File: src/hw/rtl/s2i_pkg.sv
// shared types, unit suffix table and constants for the decimal string converter
package s2i_pkg;

  localparam int MAX_SUFFIX_CHARS_DEF = 16;
  localparam int UNIT_COUNT = 31;
  localparam int TEXT_CHARS = 9;
  localparam int FRAC_MAX = 19;

  localparam logic [1:0] ST_OK        = 2'd0;
  localparam logic [1:0] ST_NO_DIGITS = 2'd1;
  localparam logic [1:0] ST_UNKNOWN   = 2'd2;
  localparam logic [1:0] ST_WRAP      = 2'd3;

  localparam logic [1:0] PH_LEAD   = 2'd0;
  localparam logic [1:0] PH_DIGITS = 2'd1;
  localparam logic [1:0] PH_GAP    = 2'd2;
  localparam logic [1:0] PH_SUFFIX = 2'd3;

  typedef struct packed {
    logic [2:0]              kind;
    logic [3:0]              len;
    logic [3:0]              shift;
    logic [31:0]             factor;
    logic [8*TEXT_CHARS-1:0] text;   // string literal, last char in low byte
  } unit_t;

  // one parsed string handed from the front to the back
  typedef struct packed {
    logic [63:0] acc;
    logic [31:0] factor;
    logic [3:0]  shift;
    logic        apply;
    logic [4:0]  fdc;
    logic [1:0]  code;
  } job_t;

  localparam unit_t UNITS [UNIT_COUNT] = '{
    '{3'd0, 4'd2, 4'd0,  32'd1,          72'("mm")},
    '{3'd0, 4'd1, 4'd0,  32'd1000,       72'("m")},
    '{3'd0, 4'd2, 4'd0,  32'd1000000,    72'("km")},
    '{3'd0, 4'd2, 4'd0,  32'd305,        72'("ft")},
    '{3'd0, 4'd2, 4'd0,  32'd914,        72'("yd")},
    '{3'd0, 4'd5, 4'd0,  32'd1609344,    72'("miles")},
    '{3'd1, 4'd4, 4'd0,  32'd1,          72'("mm/s")},
    '{3'd1, 4'd3, 4'd0,  32'd1000,       72'("m/s")},
    '{3'd1, 4'd4, 4'd0,  32'd278,        72'("km/h")},
    '{3'd1, 4'd3, 4'd0,  32'd447,        72'("mph")},
    '{3'd2, 4'd2, 4'd0,  32'd1,          72'("ms")},
    '{3'd2, 4'd1, 4'd0,  32'd1000,       72'("s")},
    '{3'd2, 4'd1, 4'd0,  32'd60000,      72'("m")},
    '{3'd2, 4'd3, 4'd0,  32'd60000,      72'("min")},
    '{3'd2, 4'd1, 4'd0,  32'd3600000,    72'("h")},
    '{3'd3, 4'd1, 4'd0,  32'd1,          72'("N")},
    '{3'd3, 4'd2, 4'd0,  32'd1000,       72'("kN")},
    '{3'd3, 4'd2, 4'd0,  32'd1000000,    72'("MN")},
    '{3'd3, 4'd3, 4'd10, 32'd4555,       72'("lbf")},
    '{3'd4, 4'd2, 4'd0,  32'd1,          72'("kg")},
    '{3'd4, 4'd1, 4'd0,  32'd1000,       72'("t")},
    '{3'd4, 4'd2, 4'd0,  32'd907,        72'("st")},
    '{3'd4, 4'd2, 4'd0,  32'd1016,       72'("lt")},
    '{3'd5, 4'd1, 4'd0,  32'd1,          72'("W")},
    '{3'd5, 4'd2, 4'd0,  32'd1000,       72'("kW")},
    '{3'd5, 4'd2, 4'd0,  32'd1000000,    72'("MW")},
    '{3'd5, 4'd2, 4'd0,  32'd1000000000, 72'("GW")},
    '{3'd5, 4'd2, 4'd0,  32'd746,        72'("hp")},
    '{3'd5, 4'd8, 4'd9,  32'd684,        72'("ft lbf/s")},
    '{3'd6, 4'd7, 4'd0,  32'd1,          72'("N/(m/s)")},
    '{3'd7, 4'd9, 4'd0,  32'd1,          72'("N/(m/s)^2")}
  };

  function automatic logic [63:0] pow10(input logic [4:0] n);
    logic [63:0] p;
    case (n)
      5'd1:  p = 64'd10;
      5'd2:  p = 64'd100;
      5'd3:  p = 64'd1000;
      5'd4:  p = 64'd10000;
      5'd5:  p = 64'd100000;
      5'd6:  p = 64'd1000000;
      5'd7:  p = 64'd10000000;
      5'd8:  p = 64'd100000000;
      5'd9:  p = 64'd1000000000;
      5'd10: p = 64'd10000000000;
      5'd11: p = 64'd100000000000;
      5'd12: p = 64'd1000000000000;
      5'd13: p = 64'd10000000000000;
      5'd14: p = 64'd100000000000000;
      5'd15: p = 64'd1000000000000000;
      5'd16: p = 64'd10000000000000000;
      5'd17: p = 64'd100000000000000000;
      5'd18: p = 64'd1000000000000000000;
      5'd19: p = 64'd10000000000000000000;
      default: p = 64'd1;
    endcase
    return p;
  endfunction

endpackage

File: src/hw/rtl/s2i_queue.sv
// two-entry job queue between parser and arithmetic back end
module s2i_queue (
  input  logic          clk,
  input  logic          rst,
  input  logic          push,
  input  s2i_pkg::job_t job_in,
  output logic          full,
  input  logic          pop,
  output logic          valid,
  output s2i_pkg::job_t job_out
);

  s2i_pkg::job_t slots [2];
  logic          wr_ptr;
  logic          rd_ptr;
  logic [1:0]    count;

  assign full    = (count == 2'd2);
  assign valid   = (count != 2'd0);
  assign job_out = slots[rd_ptr];

  always_ff @(posedge clk) begin
    if (push) slots[wr_ptr] <= job_in;
  end

  always_ff @(posedge clk) begin
    if (rst) begin
      wr_ptr <= 1'b0;
      rd_ptr <= 1'b0;
      count  <= 2'd0;
    end else begin
      if (push) wr_ptr <= ~wr_ptr;
      if (pop) rd_ptr <= ~rd_ptr;
      count <= count + {1'b0, push} - {1'b0, pop};
    end
  end

endmodule

File: config.mk
export PLATFORM = sky130hd
export DESIGN_NAME = s2i_queue
export DESIGN_NICKNAME = d
export VERILOG_FILES = /design/src/hw/rtl/s2i_pkg.sv /design/src/hw/rtl/s2i_queue.sv
export SDC_FILE = /design/constraint.sdc
export NUM_CORES = 1
export LEC_CHECK = 0
export ABC_CLOCK_PERIOD_IN_PS = 5490
export BUFFER_PORTS_ARGS = -buffer_cell sky130_fd_sc_hd__buf_2
export CORE_ASPECT_RATIO = 0.9
export CORE_UTILIZATION = 35
export CTS_BUF_LIST = sky130_fd_sc_hd__clkbuf_16
export DETAILED_ROUTE_END_ITERATION = 10
export GPL_TIMING_DRIVEN = 0
export PLACE_DENSITY = 0.69
export SETUP_SLACK_MARGIN = 0.15
export SLEW_MARGIN = 20
export SYNTH_ARGS = -nofsm -noshare
export SYNTH_HDL_FRONTEND = slang
export SYNTH_SLANG_ARGS = --single-unit
File: constraint.sdc
create_clock -name clk -period 5.49 [get_ports clk]
set_input_delay 0.549 -clock clk [delete_from_list [all_inputs] [get_ports clk]]
set_output_delay 0.549 -clock clk [all_outputs]
set_load 0.01 [all_outputs]
==> key figures <==
Run status
  • Status: finished, final reports clean

GRT
  • Via count of the first global-routing pass: approximately 4500
  • Largest net degree at the start of global routing: 57
  • Grt ovf: 0
  • First-pass GRT wire length: around 23000 µm
  • Antenna violations before repair: 2
  • Total track usage: about 12%

Finish
  • Most frequent cells in the layout: buf_2, edfxtp_1, mux2_2, clkbuf_16, mux2_4
  • Layout cells sized above 1: just over 60%
  • Nets: 724
  • P&R area growth vs syn: 29.6%
  • N_diodes: 0
  • Commonest non-fill, non-tap cell in the layout: buf_2

Detailed routing
  • DR vias/cell: 4.50
  • Drt wl/cell: roughly 16 µm
  • Starting DRC count in detailed routing: between 100 and 150
  • Vias: roughly 4200
  • Drt first pass iters: 4
  • Total wire length: around 15000 µm
  • Post-route ant nets: 0
  • DRC: 0

Hold path
  • Hold path cells: 1
  • Hold_sp: job_in[40]
  • Hold crit path type: in2reg

Placed design
  • PortBufs: 221
  • RePlAce Congestion: roughly 0.73
  • Post-Place Setup Slack: between 3 and 4 ns
  • DP Wirelength: ~10000 µm

Synth
  • Register area share after synthesis: just over 80%
  • Area share of fa/ha/maj cells after synthesis: less than 1%
  • Post-Syn Nets: ~470
  • Top cell type's share of synthesized area: 80.3%
  • Synthesized-area fraction occupied by and/or/nand/nor cells: less than 1%
  • Cell taking the most area after synthesis: edfxtp_1
  • Synth area leaders: edfxtp_1, mux2_2, mux2_4
  • Area fraction in compound gates after synthesis: 0%
  • Xor and xnor area share after synthesis: less than 1%
  • Mapped Cells: ~360
  • Ys Warns: 0
  • Synth unique cells: 14
  • FF+latch count, synth: between 200 and 250
  • Synth Area per Inst: approximately 23 µm²
  • Post-synthesis mux area share: 16.0%
  • Syn Std Cell Area: between 0.008 and 0.009 mm²
  • Largest family of logic cells by synthesized area: multiplexers

Clocking
  • H-tree depth: 1
  • TritonCTS Buffers: 24
  • # resized after CTS: 0
  • CTS sink cnt: between 200 and 250
  • Clock Latency Late Sink: 0.50 ns
  • Reg clk slew, reported paths: around 0.060 ns
  • Hold_buf cts: 0
  • CTS tree: yes
  • Maximum clock insertion buffer count: 3
  • CTS root buf: clkbuf_16
  • Post-CTS Setup Inserts: 0

Setup path
  • Worst path cell trace: buf_6, buf_6, buf_6, mux2_4, buf_2
  • CP most frequent cell: buf_6
  • Slowest stage delay, CP: ~0.33 ns
  • Type of origin of the critical path: flip-flop
  • Arrival @ worst endpoint: ~1.8 ns
  • Worst-case reg-to-reg path depth: 3
  • Slowest cell on the critical path: dfxtp_1
  • Req. time, crit path: 4.94 ns
  • Max FO, Critical Path: 10
  • Crit path kind: reg2out
  • R2r startpoint: wr_ptr
  • Setup crit end kind: output port

Timing
  • Setup WS post-layout: approximately 3.1 ns
  • Endpoints failing setup: 0
  • Layout Skew: between 0.009 and 0.01 ns
  • Slew HR: 66.5%
  • Hold slack: approximately 0.23 ns
  • TNS Setup: 0 ns
  • Min Tclk post-route: approximately 2.4 ns
  • Fin crit share: a little over two fifths
  • Hold Violations, Final: 0
  • Slew @ Worst Pin: 0.501 ns
  • Fin. max-slew vios: 0
  • Achievable frequency: ~0.42 GHz
  • RSZ-0062 raised after global routing: false

Power and ir drop
  • Leak pwr: 0.00400 µW
  • Logic pwr share: between 10% and 20%
  • Max VDD drop: between 0.0002 and 0.0003 V
  • Switching Power: between 800 and 900 µW
  • Internal power: 3110 µW
  • Power per cell area: roughly 380 mW/mm²
  • Switching part of the total: 21.6%
  • Sequential Power Share: roughly half
  • Clock power share: 38.4%

Floorplan
  • Die Area: ~0.024 mm²
  • Die outline width: 162 µm
  • Core area: roughly 0.023 mm²
  • Io pins: between 200 and 250
  • Rows: 52
  • Die Span Y: between 100 and 150 µm
  • Initial core utilization: between 30% and 40%

Flow run
  • Max-cap violation count: 0
-- cell families (layout without fill, tap and decap cells) --
| family | count (synthesis) | in the layout |
|---|---|---|
| flops | 221 | 221 |
| mux | 108 | 108 |
| buf+inv | 14 | 284 |
| simple gates | 9 | 9 |
| xor+xnor | 3 | 3 |
| fa+ha+maj | 2 | 2 |
-- critical path, delay by kind of cell, from the launching register on --
kind | cells | cell delay [ns]
buffers and inverters | 4 | 0.68
flip-flops | 1 | 0.33
multiplexers | 1 | 0.32
-- through the flow --
step                utilization, %  area (µm²)  power (µW)  std cells
floorplan                        -        8080        2280        357
global placement              42.4        9560        2460        875
detailed placement            43.0        9710        2480        881
CTS                           46.4       10500        4020        924
global route                  46.4       10500        4110        924
finish                        46.4       10500        3960        924
-- cells in the mapped netlist (all sizes together) --
master,count
ha,2
xnor3,1
edfxtp,216
nor2b,3
mux2,108
buf,12
or2,1
inv,2
nor2,4
dfxtp,5
xnor2,2
and2,1
-- sequential cells by signal (all words and copies together) (netlist names), named ones only --
register and count:
wr_ptr 1, slots 216, rd_ptr 1, count 2
-- power by group through the flow --
stage	combinational (µW)	clock [µW]	sequential [µW]
floorplan	252	0	2030
global placement	422	0	2040
detailed placement	454	0	2030
CTS	457	1570	2000
global route	483	1630	2000
finish	446	1520	1990
-- final cells by class --
class,count,area [µm²]
well taps,297,372
inverters,2,7.51
clock inverters,18,138
multi-input cells,122,1410
flip-flops and latches,221,6590
fillers,1895,12100
plain buffers,12,85.1
clock buffers,25,626
repair buffers,227,1250
-- per-layer routing --
| metal | vias to the layer above | GRT usage (%) | part of all wire, % |
|---|---|---|---|
| met3 | 34 | 4.43 | 8.5 |
| li1 | 1920 | - | - |
| met4 | 4 | 3.63 | 2.9 |
| met1 | 2036 | 14.4 | 39 |
| met2 | 168 | 21.7 | 50 |
| met5 | - | 0 | 0.15 |
-- path summary, 6_finish.rpt --
path	to	slack [ns]
max reg2reg	slots[0][93]	3.88
min reg2reg	rd_ptr	0.52
min	slots[0][40]	0.23
max	job_out[103]	3.11
(Power assumes the default switching activity.)
